**src/rtl/button_tap_and_hold_detector_assert.svh**
```systemverilog
// ---------------------------------------------------------------------------
// button_tap_and_hold_detector_assert.svh
// Assertion macros for the button tap-and-hold detector.
// ---------------------------------------------------------------------------
`ifndef BUTTON_TAP_AND_HOLD_DETECTOR_ASSERT_SVH
`define BUTTON_TAP_AND_HOLD_DETECTOR_ASSERT_SVH

`ifndef SYNTHESIS

// Checked on every clock edge outside reset
`define BTNTH_ASSERT(lbl, prop, msg) \
    lbl: assert property (@(posedge i_clk) disable iff (!i_rst_n) prop) else $error(msg);

// Checked on every clock edge, reset included
`define BTNTH_ASSERT_ALWAYS(lbl, prop, msg) \
    lbl: assert property (@(posedge i_clk) prop) else $error(msg);

`else

`define BTNTH_ASSERT(lbl, prop, msg)
`define BTNTH_ASSERT_ALWAYS(lbl, prop, msg)

`endif

`endif

```
**src/rtl/btnth_pkg.sv**
```systemverilog
// ---------------------------------------------------------------------------
// btnth_pkg
// Shared types and constants of the button tap-and-hold detector.
// ---------------------------------------------------------------------------
package btnth_pkg;

    localparam int CFG_W  = 16;
    localparam int ADDR_W = 4;
    localparam int DATA_W = 32;

    // register indexes (paddr[3:2])
    localparam logic [1:0] REG_DEBOUNCE = 2'd0;
    localparam logic [1:0] REG_HOLD     = 2'd1;
    localparam logic [1:0] REG_TAP_WIN  = 2'd2;

    localparam logic [CFG_W-1:0] DEBOUNCE_RST = 16'd50;
    localparam logic [CFG_W-1:0] HOLD_RST     = 16'd1000;
    localparam logic [CFG_W-1:0] TAP_WIN_RST  = 16'd300;

    typedef struct packed {
        logic [CFG_W-1:0] debounce_time;
        logic [CFG_W-1:0] hold_time;
        logic [CFG_W-1:0] tap_window;
    } t_btnth_cfg;

    typedef struct packed {
        logic is_down;
        logic press_pulse;
        logic release_pulse;
        logic single_tap_pulse;
        logic double_tap_pulse;
        logic hold_pulse;
    } t_btnth_result;

endpackage

```
**src/rtl/button_tap_and_hold_detector.sv**
```systemverilog
// ---------------------------------------------------------------------------
// button_tap_and_hold_detector
// Debounced button with press, release, tap and long-press pulses.
//
//   channel   direction  handshake               payload
//   sample    in         i_in_valid/o_in_stall   i_pin_level
//   result    out        o_out_valid/i_out_stall o_is_down, o_*_pulse
//   config    in         APB psel/penable/pready paddr, pwdata, prdata
//
// One item per cycle while the output is not stalled; an accepted item is held in
// the input register and moves into the result register once that register is
// free (input register, then result register).
// The state update runs as the item moves from input to result register.
// Reset (synchronous) puts the button state at idle; registers go to 50/1000/300.
// Output stall holds the result register and then backs up the input register.
// ---------------------------------------------------------------------------
module button_tap_and_hold_detector #(
    parameter int TIME_BITS = 16
) (
    input  logic                         i_clk,
    input  logic                         i_rst_n,
    input  logic                         i_in_valid,
    output logic                         o_in_stall,
    input  logic                         i_pin_level,
    output logic                         o_out_valid,
    input  logic                         i_out_stall,
    output logic                         o_is_down,
    output logic                         o_press_pulse,
    output logic                         o_release_pulse,
    output logic                         o_single_tap_pulse,
    output logic                         o_double_tap_pulse,
    output logic                         o_hold_pulse,
    input  logic                         psel,
    input  logic                         penable,
    input  logic                         pwrite,
    input  logic [btnth_pkg::ADDR_W-1:0] paddr,
    input  logic [btnth_pkg::DATA_W-1:0] pwdata,
    output logic [btnth_pkg::DATA_W-1:0] prdata,
    output logic                         pready
);

    `include "button_tap_and_hold_detector_assert.svh"

    btnth_pkg::t_btnth_cfg    cfg;
    btnth_pkg::t_btnth_result step_res;
    btnth_pkg::t_btnth_result r_res;

    logic r_in_valid, r_in_level, r_out_valid;
    logic out_free, fire, in_acc;

    assign out_free   = !r_out_valid || !i_out_stall;
    assign fire       = r_in_valid && out_free;
    assign o_in_stall = r_in_valid && !out_free;
    assign in_acc     = i_in_valid && !o_in_stall;

    btnth_cfg u_cfg (
        .i_clk   (i_clk),
        .i_rst_n (i_rst_n),
        .psel    (psel),
        .penable (penable),
        .pwrite  (pwrite),
        .paddr   (paddr),
        .pwdata  (pwdata),
        .prdata  (prdata),
        .pready  (pready),
        .o_cfg   (cfg)
    );

    btnth_state #(
        .TIME_BITS (TIME_BITS)
    ) u_state (
        .i_clk   (i_clk),
        .i_rst_n (i_rst_n),
        .i_step  (fire),
        .i_level (r_in_level),
        .i_cfg   (cfg),
        .o_res   (step_res)
    );

    always_ff @(posedge i_clk) begin
        if (!i_rst_n) begin
            r_in_valid  <= 1'b0;
            r_out_valid <= 1'b0;
        end else begin
            if (in_acc) begin
                r_in_valid <= 1'b1;
            end else if (fire) begin
                r_in_valid <= 1'b0;
            end
            if (out_free) begin
                r_out_valid <= fire;
            end
        end
    end

    always_ff @(posedge i_clk) begin
        if (in_acc) begin
            r_in_level <= i_pin_level;
        end
        if (fire) begin
            r_res <= step_res;
        end
    end

    assign o_out_valid        = r_out_valid;
    assign o_is_down          = r_res.is_down;
    assign o_press_pulse      = r_res.press_pulse;
    assign o_release_pulse    = r_res.release_pulse;
    assign o_single_tap_pulse = r_res.single_tap_pulse;
    assign o_double_tap_pulse = r_res.double_tap_pulse;
    assign o_hold_pulse       = r_res.hold_pulse;

    `BTNTH_ASSERT_ALWAYS(a_rst_idle, !i_rst_n |=> !o_out_valid, "result valid after reset")
    `BTNTH_ASSERT(a_no_dbl_tap, !(o_out_valid && o_double_tap_pulse), "double tap seen")
    `BTNTH_ASSERT(a_pr_excl, !(o_out_valid && o_press_pulse && o_release_pulse), "both edges")
    `BTNTH_ASSERT(a_press_down, (o_out_valid && o_press_pulse) |-> o_is_down, "press not down")
    `BTNTH_ASSERT(a_tap_rel, (o_out_valid && o_single_tap_pulse) |-> o_release_pulse, "stray tap")

endmodule

```
**src/rtl/btnth_cfg.sv**
```systemverilog
// ---------------------------------------------------------------------------
// btnth_cfg
// APB register file: debounce time, hold time and tap window.
// ---------------------------------------------------------------------------
module btnth_cfg (
    input  logic                          i_clk,
    input  logic                          i_rst_n,
    input  logic                          psel,
    input  logic                          penable,
    input  logic                          pwrite,
    input  logic [btnth_pkg::ADDR_W-1:0]  paddr,
    input  logic [btnth_pkg::DATA_W-1:0]  pwdata,
    output logic [btnth_pkg::DATA_W-1:0]  prdata,
    output logic                          pready,
    output btnth_pkg::t_btnth_cfg         o_cfg
);

    btnth_pkg::t_btnth_cfg r_cfg;
    logic [1:0]            reg_idx;
    logic                  wr_en;
    logic [btnth_pkg::CFG_W-1:0] rd_val;

    assign reg_idx = paddr[3:2];
    assign wr_en   = psel && penable && pwrite;
    assign pready  = 1'b1;

    always_ff @(posedge i_clk) begin
        if (!i_rst_n) begin
            r_cfg.debounce_time <= btnth_pkg::DEBOUNCE_RST;
            r_cfg.hold_time     <= btnth_pkg::HOLD_RST;
            r_cfg.tap_window    <= btnth_pkg::TAP_WIN_RST;
        end else if (wr_en) begin
            case (reg_idx)
                btnth_pkg::REG_DEBOUNCE: begin
                    r_cfg.debounce_time <= pwdata[btnth_pkg::CFG_W-1:0];
                end
                btnth_pkg::REG_HOLD: begin
                    r_cfg.hold_time <= pwdata[btnth_pkg::CFG_W-1:0];
                end
                btnth_pkg::REG_TAP_WIN: begin
                    r_cfg.tap_window <= pwdata[btnth_pkg::CFG_W-1:0];
                end
                default: begin
                end
            endcase
        end
    end

    always_comb begin
        case (reg_idx)
            btnth_pkg::REG_DEBOUNCE: rd_val = r_cfg.debounce_time;
            btnth_pkg::REG_HOLD:     rd_val = r_cfg.hold_time;
            btnth_pkg::REG_TAP_WIN:  rd_val = r_cfg.tap_window;
            default:                 rd_val = '0;
        endcase
    end

    assign prdata = {{(btnth_pkg::DATA_W - btnth_pkg::CFG_W){1'b0}}, rd_val};
    assign o_cfg  = r_cfg;

endmodule

```
**src/rtl/btnth_state.sv**
```systemverilog
// ---------------------------------------------------------------------------
// btnth_state
// Debounce, press timing and tap state; one update per processed item.
// ---------------------------------------------------------------------------
module btnth_state #(
    parameter int TIME_BITS = 16
) (
    input  logic                     i_clk,
    input  logic                     i_rst_n,
    input  logic                     i_step,
    input  logic                     i_level,
    input  btnth_pkg::t_btnth_cfg    i_cfg,
    output btnth_pkg::t_btnth_result o_res
);

    // compare width covers both counters and 16-bit registers
    localparam int CMP_W = (TIME_BITS > btnth_pkg::CFG_W) ? TIME_BITS : btnth_pkg::CFG_W;

    logic [TIME_BITS-1:0] r_since_change, r_since_press, r_since_tap;
    logic [TIME_BITS-1:0] n_since_change, n_since_press, n_since_tap;
    logic                 r_held, r_hold_done, r_tap_pending;
    logic                 n_held, n_hold_done, n_tap_pending;

    logic [TIME_BITS-1:0] aged_change, aged_press, aged_tap;
    logic                 chg, press, rel, dbl, single, hold, hd_pre;

    function automatic logic [TIME_BITS-1:0] sat_inc(input logic [TIME_BITS-1:0] t);
        sat_inc = (&t) ? t : t + TIME_BITS'(1);
    endfunction

    always_comb begin
        aged_change = sat_inc(r_since_change);
        aged_press  = sat_inc(r_since_press);
        aged_tap    = sat_inc(r_since_tap);

        // held doubles as the debounced level
        chg   = (i_level != r_held) &&
                (CMP_W'(aged_change) >= CMP_W'(i_cfg.debounce_time));
        press = chg && i_level;
        rel   = chg && !i_level;
        dbl   = press && r_tap_pending &&
                (CMP_W'(aged_tap) <= CMP_W'(i_cfg.tap_window));
        single = rel && r_tap_pending;

        n_since_change = chg   ? '0 : aged_change;
        n_since_press  = press ? '0 : aged_press;
        n_since_tap    = press ? '0 : aged_tap;

        if (press) begin
            n_tap_pending = !dbl;
        end else if (rel) begin
            n_tap_pending = 1'b0;
        end else begin
            n_tap_pending = r_tap_pending;
        end

        n_held = chg ? i_level : r_held;
        hd_pre = press ? 1'b0 : r_hold_done;
        hold   = n_held && !hd_pre &&
                 (CMP_W'(n_since_press) >= CMP_W'(i_cfg.hold_time));
        n_hold_done = hd_pre || hold;

        o_res.is_down          = n_held;
        o_res.press_pulse      = press;
        o_res.release_pulse    = rel;
        o_res.single_tap_pulse = single;
        o_res.double_tap_pulse = dbl;
        o_res.hold_pulse       = hold;
    end

    always_ff @(posedge i_clk) begin
        if (!i_rst_n) begin
            r_since_change <= '1;
            r_since_press  <= '0;
            r_since_tap    <= '0;
            r_held         <= 1'b0;
            r_hold_done    <= 1'b0;
            r_tap_pending  <= 1'b0;
        end else if (i_step) begin
            r_since_change <= n_since_change;
            r_since_press  <= n_since_press;
            r_since_tap    <= n_since_tap;
            r_held         <= n_held;
            r_hold_done    <= n_hold_done;
            r_tap_pending  <= n_tap_pending;
        end
    end

endmodule

```
**config.mk**
```make
export PLATFORM = sky130hd
export DESIGN_NAME = button_tap_and_hold_detector
export DESIGN_NICKNAME = d
export VERILOG_FILES = /design/src/rtl/btnth_pkg.sv /design/src/rtl/button_tap_and_hold_detector.sv /design/src/rtl/btnth_cfg.sv /design/src/rtl/btnth_state.sv
export VERILOG_INCLUDE_DIRS = /design/src /design/src/rtl
export SDC_FILE = /design/constraint.sdc
export NUM_CORES = 1
export LEC_CHECK = 0
export ABC_AREA = 0
export ABC_CLOCK_PERIOD_IN_PS = 5900
export CAP_MARGIN = 20
export CORE_MARGIN = 2
export CORE_UTILIZATION = 40
export CTS_CLUSTER_SIZE = 20
export DETAILED_ROUTE_END_ITERATION = 6
export DONT_BUFFER_PORTS = 1
export HOLD_SLACK_MARGIN = 0.06
export PLACE_DENSITY = 0.55
export SKIP_CTS_REPAIR_TIMING = 1
export SLEW_MARGIN = 30
export SYNTH_ARGS = -nofsm -noshare
export SYNTH_HDL_FRONTEND = slang
export SYNTH_HIERARCHICAL = 1
export SYNTH_SLANG_ARGS = --single-unit
```
**constraint.sdc**
```tcl
create_clock -name i_clk -period 5.9 [get_ports i_clk]
set_clock_uncertainty 0.05 [all_clocks]
set_input_delay 0.885 -clock i_clk [delete_from_list [all_inputs] [get_ports i_clk]]
set_output_delay 0.885 -clock i_clk [all_outputs]
set_load 0.02 [all_outputs]
```
# Word level (Yosys, flattened, before mapping)

Cells that the tools add are included.

$add $sub $neg: 3
$lt $le $gt $ge: 3
Equal/unequal tests: 3
Muxes and demuxes: 13
Reduce and logical (&&, ||, !) cells: 32

Operator list:

| kind                                           | count |
|---|---|
| two-way mux 16 bit                             | 6 |
| adder 16 x 1 -> 16 bit (second input constant) | 3 |
| one-hot mux 16 bit (3 select lines)            | 1 |
| AND reduction 16 bit                           | 3 |
| >= comparator 16 bit                           | 2 |
| less-or-equal comparator 16 bit                | 1 |
| logical AND 1 bit                              | 13 |
| AND reduction 2 bit                            | 4 |
| zero test 1 bit                                | 7 |
| two-way mux 1 bit                              | 6 |
| nonzero test 2 bit                             | 2 |
| == test 2 x 1 -> 1 bit (second input constant) | 1 |
| == test 2 bit (second input constant)          | 1 |
| zero test 2 bit                                | 1 |
| logical OR 1 bit                               | 2 |
| != test 1 bit                                  | 1 |

Register bits: 108
Input bits: 44
Output and inout port bits: 41
Word-level logic and storage cells: 72

# Depth between registers and ports, before layout

Word-level depth: 10
Gate-level depth with buffers: 24

# Cells and area by module

The synthesis kept the hierarchy.

By module, submodules not included:

| module                       | times used | cells an instance | area an instance (um^2) |
|---|---|---|---|
| btnth_state                  | 1          | 602               | 4,665.7 |
| btnth_cfg                    | 1          | 265               | 2,419.8 |
| button_tap_and_hold_detector | 1          | 15                | 294.0 |

# Worst setup path after synthesis

No wires, ideal clock.

Path type: flip-flop to flip-flop
Start: register u_state.r_since_change[0]
End: register r_res (netlist bit o_hold_pulse), data pin
Arrival: 4.512 ns
Setup slack: 1.087 ns
Cell stages (with the launch flop): 24
Path buffers: 3
Cell sequence: dfxtp_1 -> ha_1 -> nand3_1 -> nor4_4 -> a21oi_1 -> and3_1 -> xor2_1 -> ha_1 -> and4_1 -> nand2_1 -> o311a_1 -> a21bo_4 -> inv_2 -> buf_6 -> buf_2 -> nor2_1 -> ha_1 -> a21oi_1 -> o21ai_0 -> a211oi_1 -> o21ai_0 -> a211oi_1 -> a211oi_1 -> buf_4

Elaborated cells between the ends (all ways): 13

RTL lines:

| item                                                                  | line                                | source |
|---|---|---|
| start: declaration                                                    | btnth_state.sv:19                   | `logic [TIME_BITS-1:0] r_since_change, r_since_press, r_since_tap;` |
| start signal: assignment                                              | btnth_state.sv:80                   | `r_since_change <= n_since_change;` |
| adder 16 x 1 -> 16 bit / AND reduction 16 bit (equally long branches) | btnth_state.sv:28                   | `sat_inc = (&t) ? t : t + TIME_BITS'(1);` |
| two-way mux 16 bit *                                                  | btnth_state.sv:28                   |  |
| >= comparator 16 bit *                                                | btnth_state.sv:38                   | `(CMP_W'(aged_change) >= CMP_W'(i_cfg.debounce_time));` |
| logical AND 1 bit *                                                   | btnth_state.sv:37                   | `chg = (i_level != r_held) &&` |
| logical AND 1 bit *                                                   | btnth_state.sv:39                   | `press = chg && i_level;` |
| named net u_state.press                                               | btnth_state.sv:25                   | `logic chg, press, rel, dbl, single, hold, hd_pre;` |
| two-way mux 16 bit *                                                  | btnth_state.sv:46                   | `n_since_press = press ? '0 : aged_press;` |
| named net u_state.n_since_press[9]                                    | btnth_state.sv:20                   | `logic [TIME_BITS-1:0] n_since_change, n_since_press, n_since_tap;` |
| >= comparator 16 bit *                                                | btnth_state.sv:60                   | `(CMP_W'(n_since_press) >= CMP_W'(i_cfg.hold_time));` |
| logical AND 1 bit *                                                   | btnth_state.sv:59                   | `hold = n_held && !hd_pre &&` |
| named net u_state.hold                                                | btnth_state.sv:25                   |  |
| end signal: assignment                                                | button_tap_and_hold_detector.sv:101 | `r_res <= step_res;` |
| end: declaration                                                      | button_tap_and_hold_detector.sv:46  | `btnth_pkg::t_btnth_result r_res;` |

Mark *: on every way through the listed nets, which the timed path passes. The rest lies on a longest branch.
A chain may end at the register's enable or synchronous reset.

==> summary.txt <==
Synth
  • Number of synthesis warnings: 6
  • Fraction of registers with async set/reset: 0%
  • Syn Area/Cell: between 8 and 9 µm²
  • Dominant synthesized flop cell: sky130_fd_sc_hd__dfxtp_1
  • Top cells by area, synth: sky130_fd_sc_hd__dfxtp_1 27%, sky130_fd_sc_hd__mux2i_1 8.8%, sky130_fd_sc_hd__ha_1 8.6%
  • Summed instance area of the synthesized netlist: between 7000 and 8000 µm²
  • Count of flip-flops with a built-in enable after synthesis: 7
  • Synth Instances: 882
  • Count of state elements after synthesis: 108
  • Share of the synthesized area in the top cell type: roughly 27%
  • Area leader, netlist: sky130_fd_sc_hd__dfxtp_1
  • Sequential-to-total area share from yosys stat: a little under a third
  • Distinct cell type count of the synthesized netlist: 80

Drt
  • Router iterations before antenna repair: 4
  • Post-detailed-route via-to-cell ratio: 5.492
  • Drc violations: 0
  • Antenna viol nets, final: 0
  • DR vias: 5942
  • Post-detailed-routing wire length: ~19000 µm
  • Average detailed-routed wire length per instance: 17.46 µm
  • Number of design-rule violations left by the first detailed-router iteration: 322

Timing
  • Worst slew margin relative to its limit: 35.16%
  • RSZ-0062 raised after global routing: false
  • Worst Tran Pin Value: 0.9624 ns
  • Hold violation count in the final report: 0
  • Final Worst Setup Slack: 0.5042 ns
  • Final setup violation count: 0
  • Post-route clock period utilization: 91.45%
  • Minimum clock period after layout: about 5.4 ns
  • Setup total negative slack: 0 ns
  • Max Transition Viols Final: 0
  • Maximum clock rate: 185.3 MHz

Floorplan
  • Die height: about 140 µm
  • Number of placed I/O pins: 85
  • Initial Utilization: 40.94%
  • Die area: approximately 20000 µm²
  • FP Rows: between 40 and 50
  • Core Box Area: 18020 µm²
  • Chip Width: about 140 µm

Placement
  • Worst Setup Slack post-DPL: 0.5230 ns
  • Placed instance area: between 7000 and 8000 µm²
  • Number of buffers inserted by port buffering: 0
  • Half-perimeter wire length of the detailed placement result: 13520 µm
  • Global placer's final weighted congestion: 0.7757

Min path
  • Hold path endpoint: u_cfg/o_cfg[41]
  • Depth of the worst hold-timing path: 2
  • Hold Crit Class: reg -> reg
  • Hold Startpoint: u_cfg/o_cfg[41]

Pwr
  • Net switching power figure: approximately 0.0006 W
  • Static leakage: between 3 and 4 nW
  • Share of power burned in registers: 44.0%
  • Fraction of power consumed by the clock network: 33.1%
  • Net Sw Frac: 32.71%
  • Pwr dens: roughly 240 nW/µm²
  • Combinational fraction of design power: 22.9%
  • Worst IR drop on VDD: 0.1711 mV
  • P_int: ~0.0012 W

Worst setup path
  • Worst flop-to-flop path startpoint: u_state/r_since_change[0]
  • Critical path data required time: 5.95 ns
  • Type of the setup path with the least slack: reg -> reg
  • Arrival time of data at the critical path endpoint: roughly 5.4 ns
  • R2R Path End: o_hold_pulse
  • Critical path startpoint category: register
  • Nature of the critical path endpoint: register
  • Worst Reg-to-Reg Cells: 21
  • Setup slack of the worst register-to-register path: a little over 0.5 ns
  • Largest fanout on the critical path: 23

Clock network
  • CTS H-Tree Depth: 3
  • Post-CTS clock slew at the launch and capture registers of the worst setup and hold paths: 0.08 ns
  • CTS Root Buffer Type: sky130_fd_sc_hd__clkbuf_16
  • Bufs on Longest Clock Path: 2
  • Total CTS buffers: 9
  • Clk sink count: ~110
  • Clock Latency Late Sink: 0.36 ns
  • Clock tree from TritonCTS: built

Cells and area
  • Post-route design area: 7674 µm²
  • Proportion of layout cells with a drive suffix above 1: 7.503%
  • Antenna diode count: 0
  • Fin nets: 944
  • Synthesis-to-layout area growth: 3.984%

Status
  • Result of the run: finished, final reports clean

Global routing
  • Maximum number of pins on one net before global-route repair: 106
  • First-pass GRT wire length: between 30000 and 40000 µm
  • Tot GR Track Use: ~19%
  • Number of global-route vias before repair: 5414
  • Total overflow reported by the global router: 0
  • Antenna violations before repair: 0

Job
  • Max-cap violations: 0
## worst max-delay path by stage
| stage | start | endpoint | slack [ns] | cells after the start |
|---|---|---|---|---|
| 6_report | u_state/r_since_change[0] | o_hold_pulse | 0.50 | 21 |
| 5_1_grt | u_state/r_since_change[0] | o_hold_pulse | 0.08 | 21 |
| 4_1_cts | u_state/r_since_change[0] | o_hold_pulse | 0.48 | 21 |
| 3_5_place_dp | u_state/r_since_change[0] | o_hold_pulse | 0.52 | 21 |
| 3_3_place_gp | u_state/r_since_change[0] | o_hold_pulse | 0.52 | 21 |
| 2_1_floorplan | u_state/r_since_change[0] | o_hold_pulse | 1.09 | 23 |
## registers in the layout (all words and copies together), names as in the netlist, 16 cells and up
name and flops:
u_cfg/o_cfg 48, u_state/r_since_press 16, u_state/r_since_change 16, u_state/r_since_tap 16
## cell usage in the layout, fill, tap and decap left out, types with 9 or more instances in the layout
master,instances
sky130_fd_sc_hd__a21oi_1,48
sky130_fd_sc_hd__and3_1,11
sky130_fd_sc_hd__buf_4,9
sky130_fd_sc_hd__clkbuf_16,9
sky130_fd_sc_hd__conb_1,17
sky130_fd_sc_hd__dfxtp_1,101
sky130_fd_sc_hd__ha_1,51
sky130_fd_sc_hd__inv_1,61
sky130_fd_sc_hd__mux2i_1,65
sky130_fd_sc_hd__nand2_1,119
sky130_fd_sc_hd__nand3_1,34
sky130_fd_sc_hd__nand4_1,17
sky130_fd_sc_hd__nor2_1,42
sky130_fd_sc_hd__nor2b_1,29
sky130_fd_sc_hd__nor3_1,14
sky130_fd_sc_hd__o21ai_0,33
sky130_fd_sc_hd__o21ai_1,11
sky130_fd_sc_hd__xnor2_1,17
sky130_fd_sc_hd__xor2_1,18
## worst max-delay path, stage by stage, from the launching register on
cell and delay (ns):
sky130_fd_sc_hd__dfxtp_1 0.44, sky130_fd_sc_hd__ha_1 0.30, sky130_fd_sc_hd__nand3_1 0.18, sky130_fd_sc_hd__nor4_4 0.41
sky130_fd_sc_hd__a21oi_1 0.21, sky130_fd_sc_hd__and3_1 0.26, sky130_fd_sc_hd__xor2_1 0.15, sky130_fd_sc_hd__ha_1 0.30
sky130_fd_sc_hd__a21oi_1 0.14, sky130_fd_sc_hd__o21ai_0 0.14, sky130_fd_sc_hd__a221oi_2 0.41, sky130_fd_sc_hd__a21bo_4 0.24
sky130_fd_sc_hd__clkinv_2 0.30, sky130_fd_sc_hd__a31oi_1 0.31, sky130_fd_sc_hd__o21a_1 0.20, sky130_fd_sc_hd__ha_1 0.25
sky130_fd_sc_hd__a21o_1 0.18, sky130_fd_sc_hd__a21oi_1 0.14, sky130_fd_sc_hd__nor2b_1 0.06, sky130_fd_sc_hd__a211oi_1 0.21
sky130_fd_sc_hd__buf_4 0.19, sky130_fd_sc_hd__a211oi_1 0.05
## Yosys cell counts (4+ instances only)
cell	number
sky130_fd_sc_hd__and4_1	8
sky130_fd_sc_hd__nand3_1	34
sky130_fd_sc_hd__clkbuf_1	25
sky130_fd_sc_hd__nor2_1	42
sky130_fd_sc_hd__mux2_2	5
sky130_fd_sc_hd__nand4_1	17
sky130_fd_sc_hd__o21ai_0	33
sky130_fd_sc_hd__o211ai_2	5
sky130_fd_sc_hd__nor3_1	14
sky130_fd_sc_hd__buf_6	5
sky130_fd_sc_hd__o211ai_1	4
sky130_fd_sc_hd__xnor2_1	17
sky130_fd_sc_hd__a21oi_1	48
sky130_fd_sc_hd__mux2i_1	65
sky130_fd_sc_hd__nor2b_1	29
sky130_fd_sc_hd__a221o_1	7
sky130_fd_sc_hd__and3_1	11
sky130_fd_sc_hd__ha_1	51
sky130_fd_sc_hd__a211oi_1	8
sky130_fd_sc_hd__o21a_1	8
sky130_fd_sc_hd__xor2_1	18
sky130_fd_sc_hd__o21ai_1	11
sky130_fd_sc_hd__a31oi_1	6
sky130_fd_sc_hd__nand2_1	119
sky130_fd_sc_hd__buf_2	11
sky130_fd_sc_hd__dfxtp_1	101
sky130_fd_sc_hd__or4_1	5
sky130_fd_sc_hd__edfxtp_1	7
sky130_fd_sc_hd__a31o_2	4
sky130_fd_sc_hd__inv_1	61
sky130_fd_sc_hd__or3_1	7
sky130_fd_sc_hd__buf_4	27
## power groups by stage
stage	Sequential (W)	Clock [W]	Combinational, W
5_1_grt	0.000799	0.000649	0.000465
3_5_place_dp	0.000811	0	0.000407
4_1_cts	0.000794	0.000616	0.000410
2_1_floorplan	0.000799	0	0.000362
3_3_place_gp	0.000811	0	0.000408
6_report	0.000795	0.000598	0.000415
## logic make-up (layout without fill, tap and decap cells)
kind of cell / after synthesis / count (layout) / synth area share, %
xor gates and xnor gates: 35 / 35 / 4.154
DFF: 108 / 108 / 30.25
adders and majority gates: 51 / 51 / 8.647
and+or+nand+nor: 315 / 315 / 22.63
AOI/OAI and AO/OA: 169 / 169 / 15.62
other: 2 / 17 / 0.1018
buffers and inverters: 132 / 88 / 9.020
muxes: 70 / 70 / 9.579
## metrics by stage
stage                     utilization (%)  std cells  total power (W)  hold WS, ns
after floorplan                         -        897         0.001161       0.3971
after global placement              40.84       1064         0.001219       0.4097
after detailed placement            40.96       1066         0.001219       0.4168
after CTS                           42.50       1081         0.001820       0.4293
after global routing                42.57       1082         0.001914       0.4445
final                               42.57       1082         0.001807       0.4295
## routing by layer
metal | vias to the layer above | global-route usage (%) | share of wire (%)
met2 | 116 | 30.78 | 46
met3 | 15 | 3.269 | 4.2
li1 | 3019 | - | -
met1 | 2792 | 27.72 | 48
met4 | 0 | 4.789 | 1.4
met5 | - | 0 | 0
## final cells by class
type,instances,area [µm²]
Clock buffer,9,225.2
Clock inverter,6,52.55
Fill cell,1827,10350
Inverter,62,234.0
Multi-Input combinational cell,657,4553
Sequential cell,108,2232
Tap cell,229,286.5
Timing Repair Buffer,11,90.09
Note: power is estimated with default switching activity, not from simulation.
